**config.mk**
```make
export PLATFORM = sky130hd
export DESIGN_NAME = kps_cell
export DESIGN_NICKNAME = d
export VERILOG_FILES = /design/src/rtl/kps_pkg.sv /design/src/rtl/kps_cell.sv
export SDC_FILE = /design/constraint.sdc
export NUM_CORES = 1
export LEC_CHECK = 0
export BUFFER_PORTS_ARGS = -buffer_cell sky130_fd_sc_hd__buf_2
export CAP_MARGIN = 10
export CORE_AREA = 3 3 222 224
export DETAILED_ROUTE_END_ITERATION = 10
export DIE_AREA = 0 0 225 227
export PLACE_DENSITY_LB_ADDON = 0.15
export RECOVER_POWER = 50
export SETUP_SLACK_MARGIN = 0.5
export SLEW_MARGIN = 10
export SYNTH_ARGS = -nofsm -noshare
export SYNTH_HDL_FRONTEND = slang
export SYNTH_SLANG_ARGS = --single-unit
```
**constraint.sdc**
```tcl
create_clock -name clock -period 23.5 [get_ports clock]
set_clock_uncertainty 0.15 [all_clocks]
set_input_delay 4.7 -clock clock [delete_from_list [all_inputs] [get_ports clock]]
set_output_delay 4.7 -clock clock [all_outputs]
set_load 0.01 [all_outputs]
```
**src/rtl/kps_pkg.sv**
```systemverilog
// kps_pkg: shared constants, codes and the scan token type for the keyframe sampler
// depends on nothing; used by every file in rtl

package kps_pkg;

   localparam int MAX_KEYS  = 64;
   localparam int KEY_IDX_W = $clog2(MAX_KEYS);
   localparam int COUNT_W   = 7;
   localparam int TIME_W    = 32;
   localparam int POS_W     = 32;
   localparam int NUM_W     = TIME_W + 16;

   // sample kinds
   localparam logic [1:0] KIND_EMPTY  = 2'd0;
   localparam logic [1:0] KIND_EXACT  = 2'd1;
   localparam logic [1:0] KIND_INTERP = 2'd2;
   localparam logic [1:0] KIND_HOLD   = 2'd3;

   // request opcodes
   localparam logic OP_WRITE = 1'b0;
   localparam logic OP_QUERY = 1'b1;

   // scan modes
   localparam logic SCAN_FROM = 1'b0;
   localparam logic SCAN_TO   = 1'b1;

   typedef struct packed {
      logic                    valid;
      logic                    found;
      logic [TIME_W-1:0]       key_t;
      logic signed [POS_W-1:0] x;
      logic signed [POS_W-1:0] y;
      logic signed [POS_W-1:0] z;
   } token_type;

endpackage

```
**src/rtl/kps_cell.sv**
```systemverilog
// kps_cell: one keyframe slot of the chain, stores a key and updates the passing token
// depends on kps_pkg

module kps_cell (
   input  logic                                 clock,
   input  logic                                 reset,
   input  logic [kps_pkg::KEY_IDX_W-1:0]        cell_id,
   input  logic [kps_pkg::COUNT_W-1:0]          key_num,
   input  logic                                 wr_en,
   input  logic [kps_pkg::KEY_IDX_W-1:0]        wr_index,
   input  logic [kps_pkg::TIME_W-1:0]           wr_time,
   input  logic signed [kps_pkg::POS_W-1:0]     wr_x,
   input  logic signed [kps_pkg::POS_W-1:0]     wr_y,
   input  logic signed [kps_pkg::POS_W-1:0]     wr_z,
   input  logic                                 scan_mode,
   input  logic [kps_pkg::TIME_W-1:0]           ref_time,
   input  kps_pkg::token_type                   tok_in,
   output kps_pkg::token_type                   tok_out,
   output kps_pkg::token_type                   key_rd
);

   logic [kps_pkg::TIME_W-1:0]       time_ff;
   logic signed [kps_pkg::POS_W-1:0] x_ff, y_ff, z_ff;
   logic                             valid_ff, valid_in;
   kps_pkg::token_type               tok_ff, tok_in_next;
   logic                             active, take;

   assign active = {1'b0, cell_id} < key_num;

   always_comb begin
      unique case (scan_mode)
         kps_pkg::SCAN_FROM: take = active && (time_ff <= ref_time) && (time_ff > tok_in.key_t);
         kps_pkg::SCAN_TO:   take = active && (time_ff > ref_time)
                                   && (!tok_in.found || (time_ff < tok_in.key_t));
         default:            take = 1'b0;
      endcase
      tok_in_next = tok_in;
      if (take) begin
         tok_in_next.found = 1'b1;
         tok_in_next.key_t = time_ff;
         tok_in_next.x     = x_ff;
         tok_in_next.y     = y_ff;
         tok_in_next.z     = z_ff;
      end
   end

   assign valid_in = tok_in.valid;

   always_ff @(posedge clock) begin
      if (wr_en && (wr_index == cell_id)) begin
         time_ff <= wr_time;
         x_ff    <= wr_x;
         y_ff    <= wr_y;
         z_ff    <= wr_z;
      end
      tok_ff <= tok_in_next;
      if (reset) begin
         valid_ff <= 1'b0;
      end else begin
         valid_ff <= valid_in;
      end
   end

   always_comb begin
      tok_out       = tok_ff;
      tok_out.valid = valid_ff;
      key_rd        = '{valid: 1'b0, found: 1'b0, key_t: time_ff, x: x_ff, y: y_ff, z: z_ff};
   end

endmodule

```
# After elaboration in Yosys (flattened, before gate mapping)
# Cells that the tools add are included.
dict set report op_classes {
  n_reduce_logical 7
  n_eq_ne 1
  order_cmp 5
  bitwise_logic 1
  muxes 2
}
# cell n
set op_table {}
lappend op_table {{2-to-1 mux 128 bit} 1}
lappend op_table {{greater-than comparator 32 bit} 2}
lappend op_table {{<= comparator 32 bit} 1}
lappend op_table {{< comparator 32 bit} 1}
lappend op_table {{< comparator 6 x 7 -> 1 bit} 1}
lappend op_table {{equality test 6 bit} 1}
lappend op_table {{logical AND 1 bit} 5}
lappend op_table {{one-hot mux 1 bit (2 select lines)} 1}
lappend op_table {{logical NOT 1 bit} 1}
lappend op_table {{logical OR 1 bit} 1}
lappend op_table {{inverter 1 bit} 1}
dict set report totals {
  ff_bits 258
  out_inout_bits 260
  elab_cells 26
  in_bits 313
}

# Longest topological paths before layout
dict set report logic_depth {
  ltp_word 5
  mapped_depth 11
  ltp_nobuf 9
}

# Worst setup path after synthesis
# Ideal clock, no wire load.
dict set report synth_path {
  path_kind {input to register}
  from {input wr_index[2] (netlist name)}
  to {register time_ff[0] (netlist name), enable pin}
  slack_ps 5359
  setup_time_ps 928
  stages 2
  path_buffers 0
  arrival_time_ps 17063
  required_ps 22422
  path_cell_list {xor2_1 > nor4_1}
}
dict set report synth_between {
  elab_chain_len 2
}
# element line
set synth_rtl {}
lappend synth_rtl {{start, declared} kps_cell.sv:10} ;# input logic [kps_pkg::KEY_IDX_W-1:0] wr_index,
lappend synth_rtl {{equality test 6 bit} kps_cell.sv:50} ;# if (wr_en && (wr_index == cell_id)) begin
lappend synth_rtl {{logical AND 1 bit} kps_cell.sv:50}
lappend synth_rtl {{end signal, assigned} kps_cell.sv:51} ;# time_ff <= wr_time;
lappend synth_rtl {{end, declared} kps_cell.sv:22} ;# logic [kps_pkg::TIME_W-1:0] time_ff;
# No other way between the ends.
# A chain may end at the register's enable or synchronous reset.

# Worst setup path after layout
dict set report layout_path {
  from {input wr_index[3] (netlist name)}
  to {register y_ff[7] (netlist name), enable pin}
}
dict set report layout_between {
  elab_chain_len 2
}
# element line
set layout_rtl {}
lappend layout_rtl {{equality test 6 bit} kps_cell.sv:50}
lappend layout_rtl {{logical AND 1 bit} kps_cell.sv:50}
lappend layout_rtl {{end signal, assigned} kps_cell.sv:53} ;# y_ff <= wr_y;
lappend layout_rtl {{end, declared} kps_cell.sv:23} ;# logic signed [kps_pkg::POS_W-1:0] x_ff, y_ff, z_ff;
# No other way between the ends.

==> metrics list <==
- Die Outline Area: 51100 µm²
* DIE HEIGHT: 227 µm
- The critical path in this run is classified as input port to register.
* Multi-input combinational cell area: 3480 µm²
* Violated checks: max-capacitance violations, max-slew violations
* Routed wire length: 37000 µm
- After clock tree synthesis, the clock-pin slew on the worst setup and hold paths is 0.05 ns.
- Static leakage: 0.00674 µW
* Count of pins over their slew limit: 129
- Net switching power: 263 µW
* Drt pass-1 iters: 4
- In the final timing run, aggregate negative setup slack is 0 ns.
- Power spread over the standard cell area amounts to 76.8 nW/µm².
- During I/O placement, the number of pins put on the boundary was 573.
- Share of total power in sequential cells: 44.8%
- The synthesized design spends more area on one cell type than any other, namely sky130_fd_sc_hd__edfxtp_1.
* Via count of the first global-routing pass: 7977
- Wire length of the first global-routing pass: 51700 µm
* Maximum fanout count along the critical path: 128
- Logic gate share of total power: 11.8%
* Endpoint type of the worst setup path: register
- Counting every instance in the synthesized netlist gives 665.
- Setup violations remaining at the end of the flow were counted as 0.
- The min-delay analysis places its worst path in the category register to register.
* Sw Ratio: 23.4%
- Once the floorplan was initialized, standard cells occupied 22.0% of the core.
- Maximum vdd ir drop: 0.0540 mV
- Primary FF master, synth: sky130_fd_sc_hd__dfxtp_1
- After the last flow step, the layout net total stands at 1639.
- Buffers added to address setup during post-CTS repair amount to 0.
- Setup repair after global routing left no endpoint under its margin.
- Number of library cell types mapped by synthesis: 45
* Biggest area contributors in the synthesized netlist: sky130_fd_sc_hd__edfxtp_1 (37%), sky130_fd_sc_hd__dfxtp_1 (25%), sky130_fd_sc_hd__mux2_4 (16%)
- Remaining design rule violation count: 0
* Overall power: 1130 µW
* Final cycle utilization of the critical path: 47.9%
- Clock network fraction of design power: 43.4%
- After detailed routing, the average wire length per cell comes to 19.5 µm.
- The layout has 4942 filler cells.
* Tightest Pin Transition: 7.95 ns
- The routed layout has 7532 vias.
- Derived from the worst setup path, the maximum achievable clock frequency is 88.8 MHz.
- Final number of hold-violating endpoints: 0
* Average footprint of a synthesized cell: 15.7 µm²
- In this run the deepest clock path goes through 3 buffers.
- After synthesis, the share of flip-flops with an asynchronous set or reset is 0%.
- The share of the Yosys chip area taken by registers is 61.7%.
- DP Wirelength: 29400 µm
- GRT Residual Overflow: 0
* Mapped Area: 10500 µm²
- Max capacitance violation total: 1
* Slew Limit Headroom: -430%
- Buffers inserted during clock tree synthesis total 31.
- Detailed Route Iter0 Violations: 221
- Pre-CTS WS: 14.17 ns
- On the final layout, the worst hold slack is 0.351 ns.
- The cell sitting at the root of the clock tree is a sky130_fd_sc_hd__clkbuf_16.
- Number of cell rows: 80
- Minimum clock period after layout: 11.27 ns
- Hold buffers post-CTS: 0
- Total of warnings raised by yosys: 0
- In the global route stage, overall resource usage came out at 13.5%.
- Internal portion of total power: 863 µW
* Clock tree from TritonCTS: done
- The worst setup path is launched from an input port.
- Core area: 47500 µm²
- The sequential cells in the finished layout cover a total of 6450 µm².
- H-tree level count: 1
- Area growth from synthesis to layout: 40.3%
* Number of vias per cell: 3.96
* Largest net degree at the start of global routing: 129
* Post-cts repair resize count: 0
- Counting flops and latches in the post-synthesis netlist gives 258.
- Counting flops with a built-in enable in the synthesized netlist gives 128.
- Routability-driven placement finished with a final weighted congestion of 0.778.
- DRT antenna net count: 0
- Port Buf Inserts: 570
- Counting every sink on the clock net gives 258.
- The die is 225 µm wide.
- Clock latency on the worst-skew pair: 0.58 ns
- Data on the critical path is required at its endpoint by 23.30 ns.
* Critical path data arrival time: 11.07 ns
* Proportion of netlist area held by the largest area contributor: 36.8%
- Share of cells above drive strength 1: 43.4%
- Initial antenna violation count: 13
- Result of the run: finished with violations
- In the post-route analysis, the smallest setup slack over all paths is 12.23 ns.
==> per-stage QoR <==
stage                     instance area [µm²]  utilization [%]  std cells
after floorplan                         10500                -        666
after global placement                  13900             29.2       1838
after detailed placement                13900             29.2       1839
after CTS                               14900             31.4       1896
after global routing                    14700             30.8       1900
final                                   14700             30.8       1902
==> routing by layer <==
metal | vias to the layer above | track usage (%) | wire (µm)
li1 | 3604 | - | -
met4 | 14 | 4.14 | 1030
met3 | 66 | 5.70 | 3540
met2 | 319 | 23.2 | 18100
met1 | 3529 | 15.5 | 14200
met5 | - | 0 | 100
==> power groups by stage <==
| stage | combinational, µW | clock (µW) | sequential, µW |
|---|---|---|---|
| global route | 146 | 525 | 507 |
| floorplan | 68.6 | 0 | 526 |
| finish | 133 | 489 | 504 |
| global placement | 141 | 0 | 513 |
| detailed placement | 142 | 0 | 513 |
| CTS | 142 | 511 | 504 |
==> area by class of cell <==
cell class,count,area share [%]
Inverter,73,1.87
Clock buffer,46,5.88
Clock inverter,11,1.15
Timing Repair Buffer,575,18.1
Antenna cell,6,0.102
Sequential cell,258,44.0
Tap cell,615,5.25
Multi-Input combinational cell,318,23.7
==> synth_stat cells (2+ instances only) <==
cell type	instances
sky130_fd_sc_hd__buf_12	11
sky130_fd_sc_hd__a221oi_1	2
sky130_fd_sc_hd__nor3_1	2
sky130_fd_sc_hd__o211ai_1	2
sky130_fd_sc_hd__dfxtp_1	130
sky130_fd_sc_hd__xor2_1	3
sky130_fd_sc_hd__o311a_1	2
sky130_fd_sc_hd__edfxtp_1	128
sky130_fd_sc_hd__mux2_2	19
sky130_fd_sc_hd__nand2b_1	2
sky130_fd_sc_hd__nand2_1	12
sky130_fd_sc_hd__a221o_1	2
sky130_fd_sc_hd__nor2b_1	3
sky130_fd_sc_hd__a21oi_1	25
sky130_fd_sc_hd__buf_4	3
sky130_fd_sc_hd__nand4_1	15
sky130_fd_sc_hd__buf_6	2
sky130_fd_sc_hd__nor2_1	4
sky130_fd_sc_hd__xnor2_1	3
sky130_fd_sc_hd__ha_1	69
sky130_fd_sc_hd__nor4_1	3
sky130_fd_sc_hd__nand3_1	5
sky130_fd_sc_hd__mux2_4	109
sky130_fd_sc_hd__a21o_1	7
sky130_fd_sc_hd__o21ai_0	7
sky130_fd_sc_hd__a211oi_1	3
sky130_fd_sc_hd__inv_1	73
sky130_fd_sc_hd__and4_1	2
==> placed cells by master, fill, tap and decap left out, drive strengths merged, types with 8 or more instances in the layout <==
| master | Yosys | routed |
|---|---|---|
| a21oi | 26 | 26 |
| buf | 17 | 380 |
| clkbuf | 0 | 240 |
| dfxtp | 130 | 130 |
| edfxtp | 128 | 128 |
| ha | 69 | 69 |
| inv | 73 | 74 |
| mux2 | 128 | 128 |
| nand2 | 12 | 12 |
| nand4 | 15 | 15 |
| o21ai | 8 | 8 |
==> worst max-delay path, cell delays in order <==
cell	delay, ns
sky130_fd_sc_hd__buf_2	0.11
sky130_fd_sc_hd__xnor2_1	0.18
sky130_fd_sc_hd__nand4_1	0.12
sky130_fd_sc_hd__nor4_1	0.22
sky130_fd_sc_hd__clkbuf_1	5.52
==> cells by family after synthesis <==
family,count (synthesis),synth area share [%]
flops,258,61.7
mux,128,17.7
buf+inv,90,5.21
fa+ha+maj,69,8.26
compound gates,62,3.95
simple gates,51,2.67
xor+xnor,6,0.503
other cells,1,0.0359
==> registers in the layout (all words and copies together) (netlist names) <==
name      count
y_ff         32
z_ff         32
valid_ff      1
x_ff         32
time_ff      32
tok_out     129
==> path summary, 6_finish.rpt <==
path,from,endpoint,slack (ns),cells after the start
worst min-delay path,y_ff[6]$_DFFE_PP_,tok_out[38]$_DFF_P_,0.35,1
worst max register to register,time_ff[14]$_DFFE_PP_,tok_out[9]$_DFF_P_,18.55,10
worst min register to register,y_ff[6]$_DFFE_PP_,tok_out[38]$_DFF_P_,0.35,1
worst max-delay path,wr_index[3],y_ff[7]$_DFFE_PP_,12.23,5
Power figures use the tool's default switching activity.
