--- src/rtl/kps_pkg.sv ---
// kps_pkg: shared constants, codes and the scan token type for the keyframe sampler
// depends on nothing; used by every file in rtl

package kps_pkg;

   localparam int MAX_KEYS  = 64;
   localparam int KEY_IDX_W = $clog2(MAX_KEYS);
   localparam int COUNT_W   = 7;
   localparam int TIME_W    = 32;
   localparam int POS_W     = 32;
   localparam int NUM_W     = TIME_W + 16;

   // sample kinds
   localparam logic [1:0] KIND_EMPTY  = 2'd0;
   localparam logic [1:0] KIND_EXACT  = 2'd1;
   localparam logic [1:0] KIND_INTERP = 2'd2;
   localparam logic [1:0] KIND_HOLD   = 2'd3;

   // request opcodes
   localparam logic OP_WRITE = 1'b0;
   localparam logic OP_QUERY = 1'b1;

   // scan modes
   localparam logic SCAN_FROM = 1'b0;
   localparam logic SCAN_TO   = 1'b1;

   typedef struct packed {
      logic                    valid;
      logic                    found;
      logic [TIME_W-1:0]       key_t;
      logic signed [POS_W-1:0] x;
      logic signed [POS_W-1:0] y;
      logic signed [POS_W-1:0] z;
   } token_type;

endpackage

--- src/rtl/kps_divider.sv ---
// kps_divider: restoring divider, one quotient bit per cycle
// depends on kps_pkg

module kps_divider (
   input  logic                          clock,
   input  logic                          reset,
   input  logic                          start,
   input  logic [kps_pkg::NUM_W-1:0]     num,
   input  logic [kps_pkg::TIME_W-1:0]    den,
   output logic                          done,
   output logic [kps_pkg::NUM_W-1:0]     quo
);

   localparam int CNT_W = $clog2(kps_pkg::NUM_W + 1);

   logic [kps_pkg::TIME_W:0]     rem_ff, rem_in, rem_sh;
   logic [kps_pkg::NUM_W-1:0]    quo_ff, quo_in;
   logic [kps_pkg::TIME_W-1:0]   den_ff, den_in;
   logic [CNT_W-1:0]             cnt_ff, cnt_in;
   logic                         busy_ff, busy_in, done_ff, done_in;
   logic                         fits;

   always_comb begin
      rem_sh  = {rem_ff[kps_pkg::TIME_W-1:0], quo_ff[kps_pkg::NUM_W-1]};
      fits    = rem_sh >= {1'b0, den_ff};
      rem_in  = rem_ff;
      quo_in  = quo_ff;
      den_in  = den_ff;
      cnt_in  = cnt_ff;
      busy_in = busy_ff;
      done_in = 1'b0;
      if (start) begin
         rem_in  = '0;
         quo_in  = num;
         den_in  = den;
         cnt_in  = CNT_W'(kps_pkg::NUM_W);
         busy_in = 1'b1;
      end else if (busy_ff) begin
         rem_in = fits ? rem_sh - {1'b0, den_ff} : rem_sh;
         quo_in = {quo_ff[kps_pkg::NUM_W-2:0], fits};
         cnt_in = cnt_ff - CNT_W'(1);
         if (cnt_ff == CNT_W'(1)) begin
            busy_in = 1'b0;
            done_in = 1'b1;
         end
      end
   end

   always_ff @(posedge clock) begin
      rem_ff <= rem_in;
      quo_ff <= quo_in;
      den_ff <= den_in;
      cnt_ff <= cnt_in;
      if (reset) begin
         busy_ff <= 1'b0;
         done_ff <= 1'b0;
      end else begin
         busy_ff <= busy_in;
         done_ff <= done_in;
      end
   end

   assign done = done_ff;
   assign quo  = quo_ff;

endmodule

--- config.mk ---
export PLATFORM = sky130hd
export DESIGN_NAME = kps_divider
export DESIGN_NICKNAME = d
export VERILOG_FILES = /design/src/rtl/kps_pkg.sv /design/src/rtl/kps_divider.sv
export SDC_FILE = /design/constraint.sdc
export NUM_CORES = 1
export LEC_CHECK = 0
export BUFFER_PORTS_ARGS = -buffer_cell sky130_fd_sc_hd__buf_2
export CAP_MARGIN = 20
export CELL_PAD_IN_SITES_DETAIL_PLACEMENT = 1
export CELL_PAD_IN_SITES_GLOBAL_PLACEMENT = 1
export CORE_MARGIN = 5
export CORE_UTILIZATION = 30
export CTS_BUF_LIST = sky130_fd_sc_hd__clkbuf_8
export CTS_CLUSTER_SIZE = 40
export DETAILED_ROUTE_END_ITERATION = 8
export PLACE_DENSITY = 0.69
export SYNTH_ARGS = -nofsm -noshare
export SYNTH_HDL_FRONTEND = slang
export SYNTH_SLANG_ARGS = --single-unit
--- constraint.sdc ---
create_clock -name clock -period 2.62 [get_ports clock]
set_input_delay 0 -clock clock [delete_from_list [all_inputs] [get_ports clock]]
set_output_delay 0 -clock clock [all_outputs]
set_load 0.02 [all_outputs]
Yosys cells after proc, flatten, opt, wreduce, memory -nomap -nowiden

Cells that the tools add are included.

Flip-flop bits (word level): 120
Bits in latches: 0
Memory bits (writable): 0
Memory bits (read-only): 0
Input port bits: 83
Output and inout bits: 49
Logic and storage cells: 20
Memories kept: 0

Add/sub/neg operators: 2
Multiply operators: 0
Divide/modulo/power cells: 0
Order comparisons: 1
Equality and inequality tests: 1
Shifts and indexed selects: 0
Multiplexer cells: 7
Bitwise operators: 1
Reductions and logical operators: 2

Operator list:

| cell                  | number |
|---|---|
| $mux W48              | 2 |
| $ge A33 B32 Y1        | 1 |
| $mux W32              | 1 |
| $sub A32 B32 Y32      | 1 |
| $eq A6 B1 Y1 const B  | 1 |
| $sub A6 B1 Y6 const B | 1 |
| $mux W1               | 4 |
| $reduce_or A3 Y1      | 1 |
| $reduce_bool A2 Y1    | 1 |
| $not A1 Y1            | 1 |

Depth between registers and ports, before layout

Gate-level depths: netlist of run 1.

Depth after elaboration: 4
Gate-level depth with buffers: 12
Mapped depth without buffers: 11

Worst setup path before layout of run 1

OpenSTA, ideal clock, no wires.

Kind: reg2reg
Start: register quo_ff (netlist bit quo[47])
End: register quo_ff (netlist bit quo[0]), data pin
Library setup time: 260 ps
Data arrival time: 2,471 ps
Data required time: 2,360 ps
Path slack: -111 ps
Cell stages (with the launch flop): 11
Buffers on the path: 1
Period minus slack after synthesis: 2,731 ps
Cell sequence: edfxtp_1 inv_1 ha_1 nor2b_1 o211ai_1 a211o_1 a21oi_1 or3b_4 a211o_1 buf_2 mux2_2

Cells in the longest elaborated chain, start to end: 3

Ends and longest elaborated chain:

| what                   | RTL line          | source |
|---|---|---|
| start, declared        | kps_divider.sv:17 | `logic [kps_pkg::NUM_W-1:0] quo_ff, quo_in;` |
| start signal, assigned | kps_divider.sv:51 | `quo_ff <= quo_in;` |
| $ge A33 B32 Y1         | kps_divider.sv:25 | `fits = rem_sh >= {1'b0, den_ff};` |
| $mux W48               | kps_divider.sv:38 | `end else if (busy_ff) begin` |
| $mux W48               | kps_divider.sv:32 | `if (start) begin` |
| via quo_in (one bit)   | kps_divider.sv:17 |  |

The timed path passes the listed nets, and every way through them passes these cells. The select of a mux whose other input is x is not followed.
A chain may end at the register's enable or synchronous reset.

Final worst setup path of run 1

Start: register den_ff[1] (netlist bit)
End: register quo_ff (netlist bit quo[0]), data pin

Cells in the longest elaborated chain, start to end: 3

Ends and longest elaborated chain:

| what                   | RTL line          | source |
|---|---|---|
| start, declared        | kps_divider.sv:18 | `logic [kps_pkg::TIME_W-1:0] den_ff, den_in;` |
| start signal, assigned | kps_divider.sv:52 | `den_ff <= den_in;` |
| $ge A33 B32 Y1         | kps_divider.sv:25 |  |
| $mux W48               | kps_divider.sv:38 |  |
| $mux W48               | kps_divider.sv:32 |  |
| via quo_in (one bit)   | kps_divider.sv:17 |  |

The timed path passes the listed nets, and every way through them passes these cells. The select of a mux whose other input is x is not followed.

==> results of run 1 <==
[critical path: stages, from the launching register on]
cell and delay [ns]:
edfxtp_1 0.43, inv_2 0.09, ha_4 0.20, nor2b_4 0.12, o211ai_1 0.24, a211o_1 0.23
a21oi_2 0.07, or3b_4 0.43, a211o_4 0.41, buf_12 0.17, mux2_4 0.26
[area by class of cell]
class,instances,area [sq um],area share
clock buffers,17,234,0.0216
clock inverters,15,174,0.0160
inverters,38,143,0.0132
multi-input cells,456,4030,0.372
flip-flops and latches,120,3210,0.296
well taps,280,350,0.0323
repair buffers,354,2700,0.249
[cell usage after synthesis (all sizes together) (19+ instances only)]
| cell | instances |
|---|---|
| dfxtp | 40 |
| edfxtp | 80 |
| inv | 38 |
| ha | 34 |
| o21ai | 23 |
| nand2 | 76 |
| xnor2 | 20 |
| a21oi | 33 |
| nor2 | 61 |
| mux2 | 50 |
| a311oi | 26 |
| buf | 19 |
[worst max path at each step]
stage / end / depth (start not counted)
6_report: quo[0]$_DFFE_PP_ / 10
5_1_grt: rem_ff[19]$_SDFFE_PP0P_ / 13
4_1_cts: rem_ff[20]$_SDFFE_PP0P_ / 10
3_5_place_dp: rem_ff[30]$_SDFFE_PP0P_ / 11
3_3_place_gp: rem_ff[30]$_SDFFE_PP0P_ / 11
2_1_floorplan: quo[0]$_DFFE_PP_ / 10
[routing by layer]
layer,global-route usage,wire [um]
met4,0.0647,671
met5,0,0
met1,0.215,9890
met3,0.0399,1090
met2,0.328,13000
[report_power, final]
group          switching [W]  leakage [nW]  total [W]  internal [W]
combinational        0.00108          3.09    0.00213       0.00105
sequential          0.000117          1.13    0.00234       0.00222
clock                0.00104         0.207    0.00177      0.000732
total                0.00224          4.42    0.00624       0.00400
[sequential cells by signal (all words and copies together) (netlist names)]
register / count
busy_ff: 1
cnt_ff: 6
den_ff: 32
done: 1
quo: 48
rem_ff: 32
[stage by stage]
step / hold WS [ns] / utilization
floorplan: 0.0724 / -
global placement: 0.169 / 0.384
detailed placement: 0.175 / 0.384
CTS: 0.207 / 0.477
global route: 0.223 / 0.494
finish: 0.238 / 0.494
[cells by family (layout without fill, tap and decap cells)]
group | Yosys count | after routing
AO/OA/AOI/OAI | 136 | 136
XOR/XNOR | 29 | 29
adder cells (fa/ha/maj) | 35 | 35
buffers and inverters | 71 | 424
flip-flops | 120 | 120
multiplexers | 52 | 52
AND/OR/NAND/NOR | 204 | 204
[repair_timing]
| action | 4_1_cts | 5_1_grt |
|---|---|---|
| gates resized for setup | 112 | 67 |
| buffers inserted | 19 | 5 |
| setup endpoints to repair | 33 | 33 |
| hold buffers | 82 | 0 |
| hold endpoints to repair | 84 | 0 |
| cloned | 4 | 0 |
| pin swaps | 48 | 43 |
==> flow_summary_export.csv, run 1 <==
group,metric,value,unit
die,rows,54,
die,die_w,160,um
timing,fin_ws,-0.252,ns
placement,dp.final_hpwl,14300,um
worst_setup_path,r2r_cells,10,
routing,vias,6530,
synth,ys_seq_area_frac,0.477,
hold_path,min_path_type,"in2reg",
worst_setup_path,r2r-start,"den_ff[1]$_DFFE_PP_",
hold_path,whs_endpoint,"den_ff[27]$_DFFE_PP_",
timing,hold_viol,0,
power_and_ir_drop,static-leakage-power,4.42,nW
global_route,grt_max_degree,69,
synth,synth_compound_area_frac,0.145,
final_layout,fillCellCount,2379,
clocking,numCtsBuffers,17,
placement,place_area,0.00844,sq mm
timing,tns,-6.36,ns
worst_setup_path,startpoint_type,"flip-flop",
power_and_ir_drop,report.power.total,0.00624,W
synth,synth.area.mux_share,0.0869,
synth,synth_nets,765,
global_route,antenna_found_initial,0,
routing,vias_per_cell,5.10,
die,fp.dieH,160,um
routing,wirelength,24600,um
clocking,cts_tree,"built",
placement,dp_slack,-0.322,ns
final_layout,fin_nets,1105,
worst_setup_path,path_class,"reg2reg",
timing,tightest_slew,0.860,ns
timing,clock_skew,0.0192,ns
routing,drc,0,
final_layout,final_common_cell,"buf_2",
synth,yosysTopAreaCellShare,0.358,
global_route,overflow,0,
clocking,clock-sinks,120,
routing,firstDrtPassIters,5,
timing,max_freq,0.348,GHz
synth,yosys.area_share.adder,0.0664,
status,outcome,"finished, violations left",
final_layout,drive_gt1_frac,0.488,
synth,synth_top_family_by_area,"compound AO/OA/AOI/OAI gates",
worst_setup_path,startpoint,"den_ff[1]$_DFFE_PP_",
synth,synthSimpleGateAreaFrac,0.139,
worst_setup_path,cp_data_required_time,2.84,ns
clocking,path_clk_slew,0.09,ns
worst_setup_path,rr_endpoint,"quo[0]$_DFFE_PP_",
global_route,grtUsageTotal,0.183,
die,ios,132,
timing,finalSetupViolCount,33,
placement,dp_cells,1139,
synth,synth.distinct_cells,62,
timing,rsz0062_at_grt,"true",
clocking,clockBufferDepth,2,
worst_setup_path,rrSetupSlack,-0.25,ns
timing,slew_headroom,0.427,
timing,fin_crit_sh,1.10,
power_and_ir_drop,power_density,576,mW/mm^2
status,violations,"negative setup slack",
synth,avgSynthCellArea,10.4,sq um
final_layout,layout_common_cells,"buf_2 (130), buf_4 (125), dlygate4sd3_1 (82), edfxtp_1 (80), nor2_1 (58)",
synth,ys_warn_count,0,
timing,finalCriticalPeriod,2.87,ns
clocking,root_buffer,"clkbuf_8",
power_and_ir_drop,peakVddDrop,321,uV
synth,synth_area_leaders,"edfxtp_1 (36%), dfxtp_1 (12%), mux2_2 (8.4%), ha_1 (6.3%), nand2_1 (4.2%)",
synth,yosysTopAreaCell,"edfxtp_1",
final_layout,area_growth,61.5,%
global_route,grt_pass1_vias,7026,
placement,io_buffers,131,
die,dieArea,0.0255,sq mm
final_layout,instances_no_fill,1280,
synth,synthesis.area,0.00671,sq mm
worst_setup_path,cp.arrival,3.09,ns
clocking,cts.htree.levels,4,
synth,netlist_instances,647,
worst_setup_path,crit_fanout,6,
die,coreArea,0.0220,sq mm
clocking,worstSkewPairLatency,0.47,ns
synth,synth-main-ff-cell,"edfxtp_1",
placement,place_congestion,0.821,
hold_path,hold_depth,2,
hold_path,hold_start,"den[27]",
final_layout,antennaDiodeCount,0,
final_layout,final_cell_area,0.0108,sq mm
timing,maxSlewViolCount,0,
worst_setup_path,crit_path_end_kind,"flip-flop",
routing,post_drt_wl_per_cell,19.2,um
synth,synth_edf_count,80,
routing,ant_nets,0,
synth,ys_ff_latch,120,
routing,drt_iter0_markers,288,
synth,synthXorXnorAreaFrac,0.0378,
run,maxCapViolCount,0,
die,initial_core_util,0.306,
global_route,grt_pass1_wl,37700,um
synth,async_flop_share,0,
Note: power is estimated with default switching activity, not from simulation.
==> inputs of run 2 (changes only) <==
- PLACE_DENSITY: 0.69 -> unset
- PLACE_DENSITY_LB_ADDON: unset -> 0.1
- SETUP_SLACK_MARGIN: unset -> 0.2
==> flow_summary_export.csv, run 2 (synthesis gave the netlist of run 1 again) <==
group,metric,value,unit
hold_path,hold_start,"start",
routing,vias_per_cell,4.89,
final_layout,final_cell_area,0.0106,sq mm
clocking,cts_tree,"built",
power_and_ir_drop,peakVddDrop,356,uV
routing,post_drt_wl_per_cell,17.1,um
worst_setup_path,r2r_cells,13,
timing,finalCriticalPeriod,2.77,ns
status,outcome,"finished, violations left",
power_and_ir_drop,p_sw,0.00212,W
routing,routed-wl-met2,11000,um
timing,tightest_slew,0.641,ns
power_and_ir_drop,seqPwrFrac,0.384,
final_layout,area_growth,58.2,%
timing,slew_headroom,0.573,
placement,dp.final_hpwl,14800,um
run,maxCapViolCount,0,
die,dieArea,0.0255,sq mm
hold_path,min_path_type,"in2reg",
final_layout,layout_common_cells,"buf_2 (130), buf_4 (130), dlygate4sd3_1 (81), edfxtp_1 (80), nand2_1 (66)",
die,ios,132,
global_route,grt_pass1_vias,7047,
worst_setup_path,rr_endpoint,"rem_ff[27]$_SDFFE_PP0P_",
final_layout,fin_nets,1106,
routing,wl_met1,9480,um
global_route,antenna_found_initial,0,
worst_setup_path,rrSetupSlack,-0.15,ns
routing,met3_length,1070,um
worst_setup_path,cp.arrival,3.14,ns
final_layout,multi_input_area,0.00388,sq mm
placement,place_congestion,0.836,
placement,place_area,0.00849,sq mm
die,fp.dieH,160,um
worst_setup_path,startpoint_type,"flip-flop",
clocking,root_buffer,"clkbuf_8",
timing,tns,-3.33,ns
timing,max_freq,0.361,GHz
timing,hold_viol,0,
global_route,grtUsageTotal,0.173,
die,die_w,160,um
timing,finalSetupViolCount,32,
final_layout,register_area,0.00320,sq mm
worst_setup_path,crit_path_end_kind,"flip-flop",
clocking,worstSkewPairLatency,0.47,ns
worst_setup_path,crit_fanout,6,
power_and_ir_drop,report.power.total,0.00607,W
die,initial_core_util,0.306,
clocking,clock-sinks,120,
routing,ant_nets,0,
timing,clock_skew,0.0209,ns
power_and_ir_drop,p_comb_frac,0.329,
timing,fin_crit_sh,1.06,
clocking,cts.htree.levels,4,
routing,wirelength,21900,um
timing,fin_ws,-0.153,ns
timing,whs,0.241,ns
timing,maxSlewViolCount,0,
worst_setup_path,r2r-start,"den_ff[27]$_DFFE_PP_",
worst_setup_path,path_class,"reg2reg",
global_route,grt_pass1_wl,36100,um
timing,rsz0062_at_grt,"true",
clocking,numCtsBuffers,17,
power_and_ir_drop,p_clk_frac,0.287,
routing,drt_iter0_markers,215,
routing,top_layer_used,"met4",
power_and_ir_drop,p_sw_frac,0.349,
clocking,clockBufferDepth,2,
routing,drc,0,
hold_path,whs_endpoint,"quo[14]$_DFFE_PP_",
die,coreArea,0.0220,sq mm
final_layout,fillCellCount,2383,
die,rows,54,
power_and_ir_drop,power_density,571,mW/mm^2
final_layout,antennaDiodeCount,0,
power_and_ir_drop,static-leakage-power,4.37,nW
clocking,path_clk_slew,0.11,ns
placement,dp_slack,-0.400,ns
hold_path,hold_depth,2,
final_layout,drive_gt1_frac,0.464,
status,violations,"negative setup slack",
global_route,grt_max_degree,57,
placement,io_buffers,131,
routing,firstDrtPassIters,4,
final_layout,largest_register_ff_count,48,
routing,vias,6270,
global_route,overflow,0,
worst_setup_path,cp_data_required_time,2.99,ns
power_and_ir_drop,internal-power,0.00395,W
[run 2: cell count changes in the layout (fill, tap and decap cells not counted), sizes merged]
cell         change
dlygate4sd3      -1
inv              +3
buf              +2
clkinvlp         +1
clkinv           -4
[run 2: layout make-up]
| type | instances | area share |
|---|---|---|
| multi-input cells | 456 | 0.366 |
| inverters | 38 | 0.0134 |
| clock inverters | 15 | 0.0151 |
| well taps | 280 | 0.0330 |
| clock buffers | 17 | 0.0220 |
| repair buffers | 355 | 0.249 |
| flip-flops and latches | 120 | 0.302 |
[run 2: worst max path at each step]
| stage | startpoint | to | slack, ns |
|---|---|---|---|
| 2_1_floorplan | den_ff[1]$_DFFE_PP_ | quo[0]$_DFFE_PP_ | -0.02 |
| 3_3_place_gp | den_ff[26]$_DFFE_PP_ | quo[0]$_DFFE_PP_ | -0.23 |
| 3_5_place_dp | den_ff[26]$_DFFE_PP_ | rem_ff[15]$_SDFFE_PP0P_ | -0.40 |
| 4_1_cts | den_ff[1]$_DFFE_PP_ | quo[0]$_DFFE_PP_ | -0.15 |
| 5_1_grt | den_ff[1]$_DFFE_PP_ | rem_ff[21]$_SDFFE_PP0P_ | -0.28 |
| 6_report | den_ff[27]$_DFFE_PP_ | rem_ff[27]$_SDFFE_PP0P_ | -0.15 |
[run 2: worst max-delay path, stage by stage, from the launching register on]
cell and delay [ns]:
edfxtp_1 0.35, inv_2 0.05, ha_4 0.29, buf_6 0.10, nand4_1 0.19, nor4_2 0.30
nand3_2 0.13, nand3_2 0.09, or3b_4 0.14, a211oi_4 0.07, buf_12 0.16, buf_4 0.13
a2111o_1 0.38, a311oi_2 0.31
[run 2: per-stage QoR]
stage	std cells	utilization
final	1281	0.484
after global routing	1281	0.484
after CTS	1272	0.466
after detailed placement	1144	0.387
after global placement	1144	0.387
after floorplan	647	-
[run 2: power groups by stage]
stage / registers [W] / clock network (W) / logic, W
final: 0.00233 / 0.00174 / 0.00199
after global routing: 0.00236 / 0.00190 / 0.00216
after CTS: 0.00233 / 0.00181 / 0.00186
after detailed placement: 0.00236 / 0 / 0.00158
after global placement: 0.00235 / 0 / 0.00155
after floorplan: 0.00244 / 0 / 0.000838
[run 2: what timing repair did]
item	4_1_cts	5_1_grt
hold buffers	81	0
cloned	1	0
gates resized for setup	77	61
endpoints found under the setup margin	33	33
buffers inserted	14	9
hold endpoints to repair	82	0
pin swaps	29	46
[run 2: metal layers]
layer  global-route usage  vias up
li1                     -     3053
met4               0.0418        0
met2                0.303      136
met5                    0        -
met1                0.208     3058
met3               0.0510       23
==> inputs of run 3 (changes only) <==
- CORE_UTILIZATION: 30 -> 40
- MAX_ROUTING_LAYER: unset -> met4
==> flow_summary_export.csv, run 3 (synthesis gave the netlist of run 1 again) <==
group,metric,value,unit
routing,post_drt_wl_per_cell,20.3,um
final_layout,area_growth,55.3,%
global_route,overflow,0,
timing,hold_viol,0,
final_layout,largest_register_ff_count,48,
global_route,grt_pass1_vias,7126,
routing,drt_iter0_markers,290,
final_layout,antennaDiodeCount,0,
power_and_ir_drop,p_comb_frac,0.336,
timing,finalCriticalPeriod,2.86,ns
global_route,grtUsageTotal,0.249,
worst_setup_path,path_class,"reg2reg",
worst_setup_path,cp.arrival,3.22,ns
run,maxCapViolCount,0,
power_and_ir_drop,static-leakage-power,4.31,nW
worst_setup_path,crit_buf_inv,4,
placement,place_congestion,0.945,
hold_path,min_path_type,"in2reg",
worst_setup_path,startpoint_type,"flip-flop",
die,fp.dieH,140,um
power_and_ir_drop,internal-power,0.00395,W
status,outcome,"finished, violations left",
clocking,numCtsBuffers,17,
die,ios,132,
die,coreArea,0.0165,sq mm
clocking,cts.htree.levels,4,
timing,fin_crit_sh,1.09,
routing,firstDrtPassIters,4,
final_layout,final_core_util,0.631,
routing,wirelength,24600,um
clocking,root_buffer,"clkbuf_8",
die,dieArea,0.0195,sq mm
worst_setup_path,path_cells,"inv_2 -> ha_4 -> buf_4 -> nor2b_4 -> o211ai_1 -> a211o_1 -> a21oi_1 -> or3b_4 -> a211oi_4 -> buf_6 -> buf_12 -> nand2_1 -> a311oi_1",
final_layout,drive_gt1_frac,0.455,
routing,vias_per_cell,5.35,
timing,maxSlewViolCount,0,
power_and_ir_drop,peakVddDrop,360,uV
timing,clock_skew,0.0149,ns
power_and_ir_drop,p_clk_frac,0.273,
final_layout,final_common_cell,"buf_2",
power_and_ir_drop,p_sw_frac,0.341,
placement,io_buffers,131,
final_layout,final_cell_area,0.0104,sq mm
routing,vias,6496,
routing,drc,0,
placement,dp_cells,1079,
global_route,grt_max_degree,48,
timing,max_freq,0.349,GHz
die,die_w,140,um
clocking,clock-sinks,120,
timing,slew_headroom,0.645,
timing,rsz0062_at_grt,"true",
placement,place_area,0.00841,sq mm
power_and_ir_drop,report.power.total,0.00599,W
global_route,grt_pass1_wl,37800,um
clocking,cts_tree,"built",
global_route,antenna_found_initial,0,
final_layout,layout_common_cells,"buf_2 (130), buf_4 (124), dlygate4sd3_1 (81), edfxtp_1 (80), nand2_1 (65)",
power_and_ir_drop,seqPwrFrac,0.391,
worst_setup_path,cp_slowest_stage_delay,0.43,ns
timing,tightest_slew,0.533,ns
die,rows,47,
die,initial_core_util,0.406,
power_and_ir_drop,power_density,575,mW/mm^2
final_layout,instances_no_fill,1215,
power_and_ir_drop,p_sw,0.00204,W
clocking,path_clk_slew,0.08,ns
worst_setup_path,crit_fanout,8,
worst_setup_path,cp_data_required_time,2.98,ns
clocking,clockBufferDepth,2,
worst_setup_path,crit_path_end_kind,"flip-flop",
timing,fin_ws,-0.242,ns
placement,dp.final_hpwl,14400,um
placement,dp_slack,-0.356,ns
status,violations,"negative setup slack",
final_layout,fin_nets,1100,
worst_setup_path,critPathTopFamily,"compound AO/OA/AOI/OAI gates",
worst_setup_path,slowest_stage,"or3b_4",
clocking,worstSkewPairLatency,0.47,ns
routing,ant_nets,0,
timing,finalSetupViolCount,33,
==> run 3: cell type report <==
class	instances	area [sq um]
multi-input combinational	456	3840
tap	220	275
sequential	120	3200
clock buffer	17	234
timing repair buffer	349	2600
fill	1770	6100
inverter	38	143
clock inverter	15	129
==> run 3: repair_timing <==
| item | in CTS | in global routing |
|---|---|---|
| hold endpoints to repair | 82 | 0 |
| hold buffers | 81 | 0 |
| cloned | 1 | 1 |
| endpoints found under the setup margin | 33 | 33 |
| gates resized for setup | 52 | 68 |
| pin swaps | 20 | 31 |
| buffers inserted | 14 | 7 |
==> run 3: path summary, 6_finish.rpt <==
kind                          startpoint                     end  slack [ns]  cells past startpoint
hold / removal                     start     den_ff[1]$_DFFE_PP_        0.05                      1
hold reg to reg   cnt_ff[5]$_SDFFE_PP1P_  cnt_ff[5]$_SDFFE_PP1P_        0.52                      2
setup reg to reg       quo[47]$_DFFE_PP_  rem_ff[3]$_SDFFE_PP0P_       -0.24                     13
setup / recovery       quo[47]$_DFFE_PP_  rem_ff[3]$_SDFFE_PP0P_       -0.24                     13
==> run 3: per-stage QoR <==
stage / TNS (ns) / hold WS [ns]
2_1_floorplan: -0.0194 / 0.0724
3_3_place_gp: -6.56 / 0.174
3_5_place_dp: -9.33 / 0.169
4_1_cts: -2.98 / 0.0186
5_1_grt: -8.81 / 0.0412
6_report: -4.95 / 0.0480
==> run 3: routing by layer <==
metal,part of all wire,GRT usage,vias up
li1,-,-,3045
met1,0.42,0.290,3220
met4,0.022,0.0801,0
met2,0.51,0.430,185
met3,0.046,0.0539,46
met5,0,-,-
==> run 3: worst register-to-register path, cell delays in order, from the launching register on <==
cell and delay, ns:
edfxtp_1 0.42, inv_2 0.11, ha_4 0.16, buf_4 0.12, nor2b_4 0.03, o211ai_1 0.23, a211o_1 0.21, a21oi_1 0.07
or3b_4 0.43, a211oi_4 0.27, buf_6 0.16, buf_12 0.13, nand2_1 0.09, a311oi_1 0.30
==> run 3: power by group through the flow <==
stage	sequential [W]	clock, W	combinational, W
CTS	0.00233	0.00165	0.00181
global route	0.00236	0.00175	0.00217
detailed placement	0.00235	0	0.00156
global placement	0.00234	0	0.00151
floorplan	0.00244	0	0.000838
finish	0.00234	0.00163	0.00202
